==> src/rtl/cpdr_pkg.sv <==
// shared constants and types for the camera pixel decimate and rotate block
package cpdr_pkg;

    localparam int SRC_WIDTH   = 320;
    localparam int SRC_HEIGHT  = 240;
    localparam int HALF_HEIGHT = SRC_HEIGHT / 2;

    localparam int BYTE_W = 8;
    localparam int PIX_W  = 16;
    localparam int ADDR_W = 15;
    localparam int COL_W  = $clog2(SRC_WIDTH);
    localparam int ROW_W  = $clog2(SRC_HEIGHT);

    localparam logic PHASE_HIGH = 1'b0;
    localparam logic PHASE_LOW  = 1'b1;

    // decoded view of the byte being taken, handed to the output stage
    typedef struct packed {
        logic             low_byte;
        logic             keep;
        logic [PIX_W-1:0] pixel;
        logic [COL_W-1:0] column;
        logic [ROW_W-1:0] row;
    } pix_info_t;

endpackage

==> src/rtl/cpdr_in_if.sv <==
// camera byte stream channel
interface cpdr_in_if;
    logic                         valid;
    logic                         ready;
    logic [cpdr_pkg::BYTE_W-1:0]  data_byte;
    logic                         frame_start;

    modport source (output valid, output data_byte, output frame_start, input ready);
    modport sink   (input valid, input data_byte, input frame_start, output ready);
endinterface

==> src/rtl/cpdr_out_if.sv <==
// rotated pixel write channel
interface cpdr_out_if;
    logic                         valid;
    logic                         ready;
    logic [cpdr_pkg::ADDR_W-1:0]  write_address;
    logic [cpdr_pkg::PIX_W-1:0]   pixel;

    modport source (output valid, output write_address, output pixel, input ready);
    modport sink   (input valid, input write_address, input pixel, output ready);
endinterface

==> src/rtl/cpdr_position.sv <==
// byte phase, held high byte and source column/row counters
module cpdr_position (
    input  logic                        clk,
    input  logic                        rst_n,
    input  logic                        accept,
    input  logic [cpdr_pkg::BYTE_W-1:0] data_byte,
    input  logic                        frame_start,
    output cpdr_pkg::pix_info_t         info
);

    logic                        phase_reg, phase_next;
    logic [cpdr_pkg::BYTE_W-1:0] held_reg, held_next;
    logic [cpdr_pkg::COL_W-1:0]  col_reg, col_next;
    logic [cpdr_pkg::ROW_W-1:0]  row_reg, row_next;

    logic                        phase_eff;
    logic [cpdr_pkg::COL_W-1:0]  col_eff;
    logic [cpdr_pkg::ROW_W-1:0]  row_eff;

    // frame start restarts position before the byte is used
    assign phase_eff = frame_start ? cpdr_pkg::PHASE_HIGH : phase_reg;
    assign col_eff   = frame_start ? '0 : col_reg;
    assign row_eff   = frame_start ? '0 : row_reg;

    always_comb
    begin
        phase_next = phase_reg;
        held_next  = held_reg;
        col_next   = col_reg;
        row_next   = row_reg;
        if (accept)
        begin
            col_next = col_eff;
            row_next = row_eff;
            if (phase_eff == cpdr_pkg::PHASE_HIGH)
            begin
                held_next  = data_byte;
                phase_next = cpdr_pkg::PHASE_LOW;
            end
            else
            begin
                phase_next = cpdr_pkg::PHASE_HIGH;
                if (col_eff == cpdr_pkg::COL_W'(cpdr_pkg::SRC_WIDTH - 1))
                begin
                    col_next = '0;
                    if (row_eff == cpdr_pkg::ROW_W'(cpdr_pkg::SRC_HEIGHT - 1))
                    begin
                        row_next = '0;
                    end
                    else
                    begin
                        row_next = row_eff + 1'b1;
                    end
                end
                else
                begin
                    col_next = col_eff + 1'b1;
                end
            end
        end
    end

    always_comb
    begin
        info.low_byte = (phase_eff == cpdr_pkg::PHASE_LOW);
        info.keep     = info.low_byte && !row_eff[0] && !col_eff[0];
        info.pixel    = {held_reg, data_byte};
        info.column   = col_eff;
        info.row      = row_eff;
    end

    always_ff @(posedge clk or negedge rst_n)
    begin
        if (!rst_n)
        begin
            phase_reg <= cpdr_pkg::PHASE_HIGH;
            held_reg  <= '0;
            col_reg   <= '0;
            row_reg   <= '0;
        end
        else
        begin
            phase_reg <= phase_next;
            held_reg  <= held_next;
            col_reg   <= col_next;
            row_reg   <= row_next;
        end
    end

endmodule

==> src/rtl/cpdr_out_stage.sv <==
// rotated address computation and output register
module cpdr_out_stage (
    input  logic                clk,
    input  logic                rst_n,
    input  logic                accept,
    input  cpdr_pkg::pix_info_t info,
    output logic                in_ready,
    cpdr_out_if.source          out
);

    logic                        valid_reg, valid_next;
    logic [cpdr_pkg::ADDR_W-1:0] addr_reg, addr_next;
    logic [cpdr_pkg::PIX_W-1:0]  pixel_reg, pixel_next;

    logic [cpdr_pkg::ADDR_W-1:0] col_half, row_half, addr_calc;

    // column/2 * half height + (half height - 1 - row/2), kept to 15 bits
    assign col_half  = cpdr_pkg::ADDR_W'(info.column >> 1);
    assign row_half  = cpdr_pkg::ADDR_W'(info.row >> 1);
    assign addr_calc = col_half * cpdr_pkg::ADDR_W'(cpdr_pkg::HALF_HEIGHT)
                     + cpdr_pkg::ADDR_W'(cpdr_pkg::HALF_HEIGHT - 1) - row_half;

    assign in_ready = !valid_reg || out.ready;

    always_comb
    begin
        valid_next = valid_reg;
        addr_next  = addr_reg;
        pixel_next = pixel_reg;
        if (out.ready)
        begin
            valid_next = 1'b0;
        end
        if (accept && info.keep)
        begin
            valid_next = 1'b1;
            addr_next  = addr_calc;
            pixel_next = info.pixel;
        end
    end

    always_ff @(posedge clk or negedge rst_n)
    begin
        if (!rst_n)
        begin
            valid_reg <= 1'b0;
        end
        else
        begin
            valid_reg <= valid_next;
        end
    end

    always_ff @(posedge clk)
    begin
        addr_reg  <= addr_next;
        pixel_reg <= pixel_next;
    end

    assign out.valid         = valid_reg;
    assign out.write_address = addr_reg;
    assign out.pixel         = pixel_reg;

endmodule

==> src/rtl/camera_pixel_decimate_rotate_unit.sv <==
// top level of the camera pixel decimate and rotate block
// takes one camera byte per cycle (two bytes per RGB565 pixel, high byte
// first) and keeps only pixels on even rows and even columns, halving the
// source frame in each dimension; each kept pixel leaves on the output
// channel with its word address in a frame buffer rotated by 90 degrees,
// column/2 * half height + (half height - 1 - row/2), cut to 15 bits.
// frame_start on a byte restarts the byte phase and counters, and that byte
// is the high byte of pixel (0, 0). one transaction per cycle is sustained on
// the input; a result appears in the cycle after the transaction carrying its
// low byte, from a single output register. the input stalls only while that
// register is full and the output side does not take it.
module camera_pixel_decimate_rotate_unit (
    input  logic      clk,
    input  logic      rst_n,
    cpdr_in_if.sink   in,
    cpdr_out_if.source out
);

    cpdr_pkg::pix_info_t info;
    logic                in_ready;
    logic                accept;

    // input transaction completes
    assign in.ready = in_ready;
    assign accept   = in.valid && in_ready;

    // byte pairing and source position
    cpdr_position u_position (
        .clk         (clk),
        .rst_n       (rst_n),
        .accept      (accept),
        .data_byte   (in.data_byte),
        .frame_start (in.frame_start),
        .info        (info)
    );

    // address generation and output register
    cpdr_out_stage u_out_stage (
        .clk      (clk),
        .rst_n    (rst_n),
        .accept   (accept),
        .info     (info),
        .in_ready (in_ready),
        .out      (out)
    );

    // a kept pixel always shows up on the output next cycle
    assert property (@(posedge clk) disable iff (!rst_n)
        accept && info.keep |=> out.valid)
        else $error("kept pixel did not reach output register");

    // input only stalls behind a full, unaccepted output register
    assert property (@(posedge clk) disable iff (!rst_n)
        !in.ready |-> out.valid && !out.ready)
        else $error("input stalled without output back-pressure");

    // only a low byte can complete a kept pixel
    assert property (@(posedge clk) disable iff (!rst_n)
        info.keep |-> info.low_byte)
        else $error("pixel kept on a high byte");

    // a high byte never produces a new result
    assert property (@(posedge clk) disable iff (!rst_n)
        accept && !info.low_byte && out.valid && out.ready |=> !out.valid)
        else $error("result produced from a high byte");

endmodule

==> src/flat_wrapper.sv <==
// flat-port wrapper written by rule: the top's interface ports become plain ports
module camera_pixel_decimate_rotate_unit_flat 
  (clk, rst_n, in_valid, in_data_byte, in_frame_start, in_ready, out_valid, out_write_address, out_pixel, out_ready);
  cpdr_in_if in_i ();
  cpdr_out_if out_i ();
  input  logic clk;
  input  logic rst_n;
  input wire logic [$bits(in_i.valid)-1:0] in_valid;
  input wire logic [$bits(in_i.data_byte)-1:0] in_data_byte;
  input wire logic [$bits(in_i.frame_start)-1:0] in_frame_start;
  output wire logic [$bits(in_i.ready)-1:0] in_ready;
  output wire logic [$bits(out_i.valid)-1:0] out_valid;
  output wire logic [$bits(out_i.write_address)-1:0] out_write_address;
  output wire logic [$bits(out_i.pixel)-1:0] out_pixel;
  input wire logic [$bits(out_i.ready)-1:0] out_ready;
  assign in_i.valid = in_valid;
  assign in_i.data_byte = in_data_byte;
  assign in_i.frame_start = in_frame_start;
  assign in_ready = in_i.ready;
  assign out_valid = out_i.valid;
  assign out_write_address = out_i.write_address;
  assign out_pixel = out_i.pixel;
  assign out_i.ready = out_ready;
  camera_pixel_decimate_rotate_unit u_core (.clk(clk), .rst_n(rst_n), .in(in_i), .out(out_i));
endmodule
==> config.mk <==
export PLATFORM = sky130hd
export DESIGN_NAME = camera_pixel_decimate_rotate_unit_flat
export DESIGN_NICKNAME = d
export VERILOG_FILES = /design/src/rtl/cpdr_pkg.sv /design/src/rtl/cpdr_in_if.sv /design/src/rtl/cpdr_out_if.sv /design/src/rtl/cpdr_position.sv /design/src/rtl/cpdr_out_stage.sv /design/src/rtl/camera_pixel_decimate_rotate_unit.sv /design/src/flat_wrapper.sv
export SDC_FILE = /design/constraint.sdc
export NUM_CORES = 1
export LEC_CHECK = 0
export ABC_CLOCK_PERIOD_IN_PS = 11400
export BUFFER_PORTS_ARGS = -buffer_cell sky130_fd_sc_hd__buf_2
export CAP_MARGIN = 10
export CORE_ASPECT_RATIO = 2
export CORE_MARGIN = 2
export CORE_UTILIZATION = 39
export CTS_CLUSTER_DIAMETER = 150
export DETAILED_ROUTE_END_ITERATION = 10
export PLACE_DENSITY = 0.59
export SYNTH_ARGS = -nofsm -noshare
export SYNTH_HDL_FRONTEND = slang
export SYNTH_SLANG_ARGS = --single-unit
==> constraint.sdc <==
create_clock -name clk -period 11.4 [get_ports clk]
set_input_delay 2.28 -clock clk [delete_from_list [all_inputs] [get_ports clk]]
set_output_delay 2.28 -clock clk [all_outputs]
set_load 0.01 [all_outputs]
# Word-level counts from Yosys, hierarchy flattened
# Cells that the tools add are included.
# Widths: inputs -> output; s select.
dict set report word_totals {
  reg_bits 58
  in_bits 13
  word_cells 36
}
dict set report op_classes {
  n_addsub 4
  mul 1
  eq_ne 2
  mux 11
  bitwise_logic 1
  n_reduce_logical 10
}
# operator count
set op_table {}
lappend op_table {{$mux 8} 4}
lappend op_table {{$mux 9} 3}
lappend op_table {{$add 15x7->15 const B} 1}
lappend op_table {{$sub 15x7->15} 1}
lappend op_table {{$mul 8x4->12 const B} 1}
lappend op_table {{$add 9x1->9 const B} 1}
lappend op_table {{$eq 9x9->1 const B} 1}
lappend op_table {{$add 8x1->8 const B} 1}
lappend op_table {{$eq 8x8->1 const B} 1}
lappend op_table {{$logic_and 1x1->1} 4}
lappend op_table {{$mux 1} 4}
lappend op_table {{$logic_not 1->1} 3}
lappend op_table {{$reduce_and 2->1} 1}
lappend op_table {{$reduce_bool 2->1} 1}
lappend op_table {{$logic_or 1x1->1} 1}
lappend op_table {{$not 1->1} 1}

# Logic depth before layout (Yosys ltp)
# Gate-level depths: netlist of run 1.
dict set report logic_depth {
  depth_word 6
  mapped_depth 19
  depth_no_buf 18
}

# By module
# Synthesis of run 1 repeated with hierarchy kept, for this count alone.
dict set report unflattened {
  hier_cells 364
  hier_area_um2 3892.5
}
# mod n_inst cells_each area_each_um2 seq_area_each_um2
set by_module_without_submodules {}
lappend by_module_without_submodules {cpdr_out_stage 1 200 2334.7 955.9}
lappend by_module_without_submodules {cpdr_position 1 163 1551.5 650.6}
lappend by_module_without_submodules {camera_pixel_decimate_rotate_unit 1 1 6.3 0.0}

# Worst setup path after synthesis of run 1
# No wires, ideal clock.
dict set report synth_timing {
  kind {in2reg}
  startpoint {in out_ready}
  endpoint {reg u_core.u_out_stage.pixel_reg (netlist bit u_core.u_out_stage.out.pixel[0]) (enable)}
  setup_ns 0.497
  arrival_ns 5.819
  required_time_ns 10.903
  path_slack_ns 5.084
  cell_stages 4
  path_buffers 1
  path_cell_list {nand2b_1 nand2_1 clkbuf_1 nor4_1}
}
dict set report synth_via {
  elab_chain_len 3
}
# item line_no
set synth_lines {}
lappend synth_lines {{start, declared} flat_wrapper.sv:15} ;# input wire logic [$bits(out_i.ready)-1:0] out_ready;
lappend synth_lines {{$logic_or 1x1->1} cpdr_out_stage.sv:23} ;# assign in_ready = !valid_reg || out.ready;
lappend synth_lines {{$logic_and 1x1->1} camera_pixel_decimate_rotate_unit.sv:25} ;# assign accept = in.valid && in_ready;
lappend synth_lines {{$logic_and 1x1->1} cpdr_out_stage.sv:34} ;# if (accept && info.keep)
lappend synth_lines {{end signal, assigned} cpdr_out_stage.sv:57} ;# pixel_reg <= pixel_next;
lappend synth_lines {{end, declared} cpdr_out_stage.sv:13} ;# logic [cpdr_pkg::PIX_W-1:0] pixel_reg, pixel_next;
# No other way between the ends.
# A chain may end at the register's enable or synchronous reset.

# Worst setup path in the final report of run 1
dict set report layout_timing {
  startpoint {in in_frame_start}
  endpoint {reg u_core.u_out_stage.addr_reg (netlist bit u_core.u_out_stage.out.write_address[14]), data pin}
}
dict set report layout_via {
  elab_chain_len 4
}
# item line_no
set layout_lines {}
lappend layout_lines {{start, declared} flat_wrapper.sv:10} ;# input wire logic [$bits(in_i.frame_start)-1:0] in_frame_start;
lappend layout_lines {{$mux 9} cpdr_position.sv:22} ;# assign col_eff = frame_start ? '0 : col_reg;
lappend layout_lines {{$mul 8x4->12} cpdr_out_stage.sv:20} ;# assign addr_calc = col_half * cpdr_pkg::ADDR_W'(cpdr_pkg::HALF_HEIGHT)
lappend layout_lines {{$add 15x7->15} cpdr_out_stage.sv:21} ;# + cpdr_pkg::ADDR_W'(cpdr_pkg::HALF_HEIGHT - 1) - row_half;
lappend layout_lines {{$sub 15x7->15 (*)} cpdr_out_stage.sv:21}
lappend layout_lines {{via u_core.u_out_stage.addr_calc (one bit)} cpdr_out_stage.sv:15} ;# logic [cpdr_pkg::ADDR_W-1:0] col_half, row_half, addr_calc;
lappend layout_lines {{end signal, assigned} cpdr_out_stage.sv:56} ;# addr_reg <= addr_next;
lappend layout_lines {{end, declared} cpdr_out_stage.sv:12} ;# logic [cpdr_pkg::ADDR_W-1:0] addr_reg, addr_next;
# Mark *: on every way through the listed nets, which the timed path passes. The rest lies on a longest branch.

==> impl_metrics.csv, run 1 <==
group,metric,value,unit
outcome,status,"finished clean",
worst_setup_path,worstPathCellList,"buf_2 -> nand2b_1 -> inv_1 -> fa_1 -> inv_1 -> fa_1 -> inv_1 -> ha_1 -> xnor2_1 -> ha_1 -> nor2_1 -> a21o_1 -> nand4b_1 -> mux2i_1 -> xnor2_1",
cells_and_area,areaGrowthSynthToFinish,16.5,%
sta,skew,0.00622,ns
worst_hold_path,hold_depth,0,
cells_and_area,largest_register_ffs,16,
detailed_routing,wl,7.42,mm
cells_and_area,finalNetCount,466,
worst_setup_path,r2r_cells,15,
grt,grt_max_degree,35,
floorplan,placeableCoreArea,0.00964,sq mm
sta,whs,0.444,ns
detailed_routing,drc_errors,0,
clock_network,cts_buffer_depth,2,
worst_setup_path,rrSetupSlack,7.24,ns
worst_setup_path,crit_family,"adder cells",
flow_run,cap_violations,0,
grt,globalRouteOverflowTotal,0,
worst_setup_path,crit_path_frequent_cell,"inv_1",
floorplan,die_x,73.8,microns
sta,rsz0062_at_grt,"no",
sta,setup_tns,0,ns
worst_hold_path,min-delay-start,"u_core.u_position.held_reg[0]$_DFFE_PN0P_",
clock_network,clkTransAtPathRegs,0.05,ns
detailed_routing,ant_nets,0,
grt,grt_pass1_vias,2754,
placement,place_congestion,0.849,
clock_network,clock_sink_count,58,
power_and_ir_drop,total_leakage_power,0.00202,uW
synthesis,synthesis.nets,421,
sta,fin_crit,6.03,ns
floorplan,fp-row-count,51,
sta,final-setup-viol-count,0,
clock_network,htree_levels,3,
sta,finalHoldViolCount,0,
sta,fmax,0.166,GHz
worst_setup_path,r2r_start,"u_core.u_position.col_reg[2]$_DFFE_PN0P_",
floorplan,pin_count,46,
cells_and_area,post-route-util,45.9,%
detailed_routing,viasPerCell,5.08,
worst_setup_path,start_kind,"primary input",
clock_network,ctsResizeCount,0,
grt,grt_pass1_wl,12.6,mm
detailed_routing,first_iter_violations,222,
power_and_ir_drop,finalPower,866,uW
clock_network,numCtsBuffers,9,
sta,slew_violations,0,
floorplan,dieArea,0.0106,sq mm
floorplan,dieHeight,144,microns
cells_and_area,antennaDiodeCount,0,
clock_network,cts_tree,"built",
synthesis,synthArstFlopShare,46.6,%
synthesis,syn_inst,366,
grt,track_usage,15.6,%
worst_setup_path,crit_fanout,34,
detailed_routing,dr.pass1.iters,4,
grt,antenna_found_initial,0,
synthesis,syn_area_per_cell,10.4,sq um
power_and_ir_drop,p_per_area,196,mW/mm^2
worst_setup_path,critPathRequiredTime,11.48,ns
cells_and_area,n_fill_cell,911,
power_and_ir_drop,ir_drop,103,uV
clock_network,clockRootBuffer,"clkbuf_16",
placement,hpwl,5.64,mm
synthesis,yosys_warnings,0,
clock_network,worstSkewPairLatency,0.33,ns
cells_and_area,drive_gt1_share,19.0,%
worst_setup_path,worst-path-buf-inv,4,
floorplan,start_util,39.4,%
worst_setup_path,critPathLaunch,"in_frame_start",
worst_setup_path,cp.arrival,6.11,ns
synthesis,ys_ff_latch,58,
sta,fin_crit_sh,52.9,%
worst_setup_path,critPathKind,"primary input to flip-flop",
worst_hold_path,hp-class,"flip-flop to flip-flop",
synthesis,synth_flop_cell,"edfxtp_1",
worst_setup_path,slowest_delay,0.53,ns
synthesis,synth_edf_count,31,
worst_setup_path,cp-end-kind,"flip-flop",
clock_network,post_cts_buffers,0,
sta,tightest_slew,0.745,ns
synthesis,synthDistinctLibCells,50,
clock_network,cts_hold_buf,0,
detailed_routing,vias,2785,
worst_setup_path,worst_r2r_endpoint,"u_core.u_out_stage.out.write_address[14]$_DFFE_PP_",
worst_setup_path,slowest_stage,"fa_1",
synthesis,synth_area,0.00380,sq mm
placement,port_buffers,45,
detailed_routing,wl_per_cell,13.5,microns
worst_hold_path,hold_end,"u_core.u_out_stage.out.pixel[8]$_DFFE_PP_",
synthesis,yosysSeqAreaShare,42.3,%
sta,slew_headroom,50.2,%
## stage by stage
| stage | area, sq um | worst slack, ns | instances |
|---|---|---|---|
| 6_report | 4420 | 5.37 | 548 |
| 5_1_grt | 4420 | 4.99 | 548 |
| 4_1_cts | 4420 | 5.34 | 548 |
| 3_5_place_dp | 4130 | 5.01 | 532 |
| 3_3_place_gp | 4130 | 5.13 | 532 |
| 2_1_floorplan | 3800 | 5.08 | 366 |
## final cells by class
type / instances / area [sq um] / area share (%)
Multi-Input combinational cell: 258 / 1980 / 44.8
Sequential cell: 58 / 1610 / 36.3
Timing Repair Buffer: 46 / 233 / 5.26
Clock buffer: 9 / 225 / 5.09
Tap cell: 132 / 165 / 3.74
Inverter: 38 / 143 / 3.23
Clock inverter: 7 / 70.1 / 1.58
## cells in the mapped netlist, types with 2 or more instances
| cell type | count | area (sq um) |
|---|---|---|
| nand4b_1 | 3 | 26.3 |
| o21bai_1 | 2 | 15.0 |
| nand2b_1 | 13 | 81.3 |
| clkbuf_1 | 6 | 22.5 |
| a21oi_1 | 20 | 100 |
| mux2i_1 | 4 | 40.0 |
| nor2b_1 | 12 | 75.1 |
| xor2_1 | 7 | 61.3 |
| dfrtp_1 | 27 | 676 |
| o21ai_0 | 22 | 110 |
| buf_2 | 2 | 10.0 |
| fa_1 | 11 | 220 |
| ha_1 | 31 | 388 |
| and2_1 | 3 | 18.8 |
| nor3_1 | 11 | 55.1 |
| a21o_1 | 7 | 52.6 |
| or3_1 | 2 | 12.5 |
| nand3_1 | 11 | 55.1 |
| o21a_1 | 2 | 15.0 |
| o31ai_1 | 4 | 30.0 |
| nand2_1 | 20 | 75.1 |
| a22o_1 | 2 | 17.5 |
| nand4_1 | 3 | 18.8 |
| a211oi_1 | 4 | 30.0 |
| xnor2_1 | 15 | 131 |
| o41ai_1 | 2 | 17.5 |
| mux2_2 | 8 | 90.1 |
| inv_1 | 38 | 143 |
| buf_6 | 3 | 33.8 |
| edfxtp_1 | 31 | 931 |
| and3_1 | 2 | 12.5 |
| nor2_1 | 20 | 75.1 |
## per-layer routing
layer,up-vias,wire length (microns),global-route usage (%)
met5,-,0,0
met4,0,244,8.90
met3,14,232,2.66
met2,63,4230,29.2
met1,1348,2710,15.5
li1,1360,-,-
## cell families after synthesis
| group | synth area share (%) |
|---|---|
| flip-flops | 42.3 |
| buffers and inverters | 5.70 |
| AO/OA/AOI/OAI | 12.4 |
| adder cells (fa/ha/maj) | 16.0 |
| AND/OR/NAND/NOR | 15.1 |
| multiplexers | 3.43 |
| XOR/XNOR | 5.08 |
## layout by cell type, fill, tap and decap left out, drive strengths merged, types with 4 or more instances in the layout
cell type,Yosys,layout
a211oi,4,4
clkinv,0,5
dfrtp,27,27
mux2,8,8
o31ai,4,4
nand2,20,20
clkbuf,6,9
ha,31,31
a21oi,21,21
fa,11,11
mux2i,4,4
nor2,21,21
buf,6,46
nor2b,12,12
xnor2,15,15
inv,38,38
nand3,11,11
a21o,7,7
o21ai,24,24
xor2,7,7
edfxtp,31,31
nor3,11,11
nand2b,13,13
## worst max-delay path by stage
stage / endpoint / cells after the start
after global routing: u_core.u_out_stage.out.write_address[14]$_DFFE_PP_ / 15
final: u_core.u_out_stage.out.write_address[14]$_DFFE_PP_ / 15
after detailed placement: u_core.u_out_stage.out.write_address[14]$_DFFE_PP_ / 15
after CTS: u_core.u_out_stage.out.write_address[14]$_DFFE_PP_ / 15
after floorplan: u_core.u_out_stage.out.pixel[0]$_DFFE_PP_ / 4
after global placement: u_core.u_out_stage.out.write_address[14]$_DFFE_PP_ / 15
## where the power goes
group	leakage [uW]	internal [uW]	switching, uW
Combinational	0.00125	143	162
Sequential	0.000628	275	24.3
Clock	0.000145	168	94.3
## worst reg2reg max path, cell delays in order (launching register included)
cell and delay (ns):
dfrtp_1 0.49, xor2_1 0.21, nor2b_1 0.16, ha_1 0.32, inv_1 0.05, fa_1 0.48, fa_1 0.42, nand2b_1 0.19
a21oi_1 0.25, xnor2_1 0.25, ha_1 0.29, nor2_1 0.07, a21o_1 0.23, nand4b_1 0.19, mux2i_1 0.20, xnor2_1 0.10
Note: power is estimated with default switching activity, not from simulation.
==> inputs of run 2 (changes only) <==
Settings changed: ABC_AREA set to 1, ABC_CLOCK_PERIOD_IN_PS 11400 to 5700.
Clock period 11.4 ns to 5.7 ns, I/O delays scaled along.
==> run 2 against run 1 <==
Against the previous run: die area is 5.0% higher; hold slack worse by 0.0025 ns; cell count increased by 20%; count of clock-buffer cells in the layout is 4 higher; via count up 14%; sequential share of layout area fell by 2.1 points; synthesized cell count grew 27%; design area up 6.1%; critical path depth rose by 7; power rose by 46%; global-route usage is 1.1 points higher; sequential cell count is the same.
==> impl_metrics.csv, run 2 <==
group,metric,value,unit
grt,grt_pass1_wl,14.1,mm
worst_setup_path,r2r_start,"u_core.u_position.col_reg[4]$_DFFE_PN0P_",
clock_network,cts_tree,"built",
outcome,status,"finished clean",
cells_and_area,largest_register_ffs,16,
grt,track_usage,16.7,%
flow_run,cap_violations,0,
worst_setup_path,cp.arrival,5.11,ns
sta,rsz0062_at_grt,"no",
synthesis,synth.area.top_cells,"edfxtp_1 (23%), dfrtp_1 (17%), ha_1 (9.7%)",
sta,slew_headroom,53.4,%
synthesis,yosysSeqAreaShare,40.2,%
cells_and_area,drive_gt1_share,18.5,%
worst_setup_path,r2r_cells,22,
grt,globalRouteOverflowTotal,0,
synthesis,ys_ff_latch,58,
sta,fin_crit,5.04,ns
synthesis,synth_commonest_cells,"nand2_1 (100), inv_1 (84), nor2_1 (40)",
worst_setup_path,worst_r2r_endpoint,"u_core.u_out_stage.out.write_address[14]$_DFFE_PP_",
synthesis,syn_inst,463,
floorplan,start_util,39.9,%
power_and_ir_drop,comb_power_share,17.7,%
placement,place_area,0.00439,sq mm
synthesis,synth_area,0.00400,sq mm
sta,final-setup-viol-count,0,
power_and_ir_drop,finalPower,1270,uW
detailed_routing,drc_errors,0,
worst_setup_path,worst-path-buf-inv,4,
clock_network,cts_buffer_depth,2,
detailed_routing,dr.pass1.iters,4,
floorplan,dieArea,0.0111,sq mm
floorplan,pin_count,46,
sta,skew,0.00395,ns
floorplan,die_x,75.6,microns
cells_and_area,areaGrowthSynthToFinish,17.5,%
worst_setup_path,worstPathCellList,"buf_2 -> nor2_1 -> inv_1 -> nor2_1 -> nor2_1 -> ha_1 -> inv_1 -> fa_1 -> inv_1 -> ha_1 -> a21oi_1 -> nand2_1 -> nand2_1 -> nand2_2 -> ha_1 -> nand2_1 -> o31ai_1 -> nand3_1 -> o21bai_2 -> nand2_1 -> nand3_1 -> nand2_1",
clock_network,clock_sink_count,58,
worst_setup_path,rrSetupSlack,1.38,ns
power_and_ir_drop,p_per_area,270,mW/mm^2
clock_network,clkTransAtPathRegs,0.05,ns
detailed_routing,ant_nets,0,
floorplan,placeableCoreArea,0.0100,sq mm
worst_setup_path,start_kind,"primary input",
sta,setup_tns,0,ns
worst_setup_path,slowest_stage,"fa_1",
worst_hold_path,min-delay-start,"u_core.u_position.held_reg[2]$_DFFE_PN0P_",
floorplan,fp-row-count,52,
worst_setup_path,critPathRequiredTime,5.78,ns
placement,dp_cells,642,
sta,fin_crit_sh,88.4,%
worst_setup_path,slowest_delay,0.50,ns
placement,place_congestion,0.844,
synthesis,synthesis.nets,518,
detailed_routing,wl,8.28,mm
grt,antenna_found_initial,0,
worst_hold_path,hp-class,"flip-flop to flip-flop",
worst_setup_path,crit_path_frequent_cell,"nand2_1",
cells_and_area,post-route-util,46.8,%
sta,tightest_slew,0.693,ns
synthesis,yosysMostFrequentCell,"nand2_1",
detailed_routing,first_iter_violations,214,
detailed_routing,viasPerCell,4.84,
placement,port_buffers,45,
placement,hpwl,6.69,mm
power_and_ir_drop,switching_share,25.2,%
cells_and_area,finalNetCount,573,
detailed_routing,wl_per_cell,12.6,microns
clock_network,ctsResizeCount,0,
synthesis,synthArstFlopShare,46.6,%
synthesis,syn_area_per_cell,8.63,sq um
cells_and_area,layout_common_cells,"nand2_1 (100), inv_1 (84), buf_2 (45), nor2_1 (39)",
worst_setup_path,crit_family,"adder cells",
clock_network,cts_hold_buf,0,
synthesis,synthDistinctLibCells,47,
synthesis,synth_top_area_share,23.3,%
clock_network,worstSkewPairLatency,0.32,ns
worst_hold_path,hold_end,"u_core.u_out_stage.out.pixel[10]$_DFFE_PP_",
floorplan,dieHeight,147,microns
clock_network,htree_levels,3,
synthesis,synth_top_cell_by_area,"edfxtp_1",
power_and_ir_drop,p_int,948,uW
worst_setup_path,cp-end-kind,"flip-flop",
cells_and_area,final_cell_area,0.00469,sq mm
power_and_ir_drop,power_frac_seq,41.0,%
sta,slew_violations,0,
clock_network,post_cts_buffers,0,
cells_and_area,final_common_cell,"nand2_1",
cells_and_area,antennaDiodeCount,0,
sta,finalHoldViolCount,0,
cells_and_area,fin_cells,658,
clock_network,clockRootBuffer,"clkbuf_16",
synthesis,yosys_warnings,0,
synthesis,synth_edf_count,31,
power_and_ir_drop,ir_drop,134,uV
synthesis,synth_flop_cell,"edfxtp_1",
grt,grt_pass1_vias,3151,
worst_hold_path,hold_depth,0,
detailed_routing,vias,3185,
worst_setup_path,crit_fanout,9,
power_and_ir_drop,power_switching,319,uW
grt,grt_max_degree,32,
sta,fmax,0.198,GHz
clock_network,numCtsBuffers,9,
worst_setup_path,critPathKind,"primary input to flip-flop",
power_and_ir_drop,total_leakage_power,0.00236,uW
power_and_ir_drop,clockPowerShare,41.3,%
-- run 2: layer usage --
| layer | vias to the layer above | GRT usage, % | part of all wire, % |
|---|---|---|---|
| li1 | 1615 | - | - |
| met1 | 1493 | 16.4 | 36 |
| met2 | 57 | 30.6 | 58 |
| met3 | 20 | 3.22 | 2.2 |
| met4 | 0 | 9.47 | 4.0 |
| met5 | - | 0 | 0 |
-- run 2: kinds of logic (layout without fill, tap and decap cells) --
kind of cell	Yosys count	in the layout	share of synthesized area, %
buffers and inverters	91	151	8.83
adder cells (fa/ha/maj)	42	42	15.2
multiplexers	8	8	2.26
AND/OR/NAND/NOR	203	203	23.6
XOR/XNOR	10	10	2.19
flip-flops	58	58	40.2
AO/OA/AOI/OAI	51	51	7.67
-- run 2: power by group through the flow --
stage          logic [uW]  clock network, uW  registers, uW
5_1_grt               260                557            525
4_1_cts               230                534            520
3_3_place_gp          223                  0            525
2_1_floorplan         157                  0            531
6_report              225                523            520
3_5_place_dp          228                  0            527
-- run 2: worst max-delay path by stage --
stage                        start                                            endpoint  slack [ns]  depth (start not counted)
floorplan           in_frame_start  u_core.u_out_stage.out.write_address[14]$_DFFE_PP_        0.82                         22
global placement    in_frame_start  u_core.u_out_stage.out.write_address[14]$_DFFE_PP_        0.47                         22
detailed placement  in_frame_start  u_core.u_out_stage.out.write_address[14]$_DFFE_PP_        0.34                         22
CTS                 in_frame_start  u_core.u_out_stage.out.write_address[14]$_DFFE_PP_        0.65                         22
global route        in_frame_start  u_core.u_out_stage.out.write_address[14]$_DFFE_PP_        0.14                         22
finish              in_frame_start  u_core.u_out_stage.out.write_address[14]$_DFFE_PP_        0.66                         22
-- run 2: metrics by stage --
stage / hold WS (ns) / worst slack (ns)
after detailed placement: 0.432 / 0.337
after global routing: 0.453 / 0.145
after CTS: 0.443 / 0.647
after global placement: 0.422 / 0.474
after floorplan: 0.419 / 0.817
final: 0.441 / 0.661
-- run 2: layout make-up --
| cell class | instances | area (sq um) |
|---|---|---|
| tap | 135 | 169 |
| fill | 1009 | 5330 |
| multi-input combinational | 314 | 2040 |
| sequential | 58 | 1610 |
| clock buffer | 13 | 260 |
| inverter | 86 | 325 |
| timing repair buffer | 49 | 255 |
| clock inverter | 3 | 38.8 |
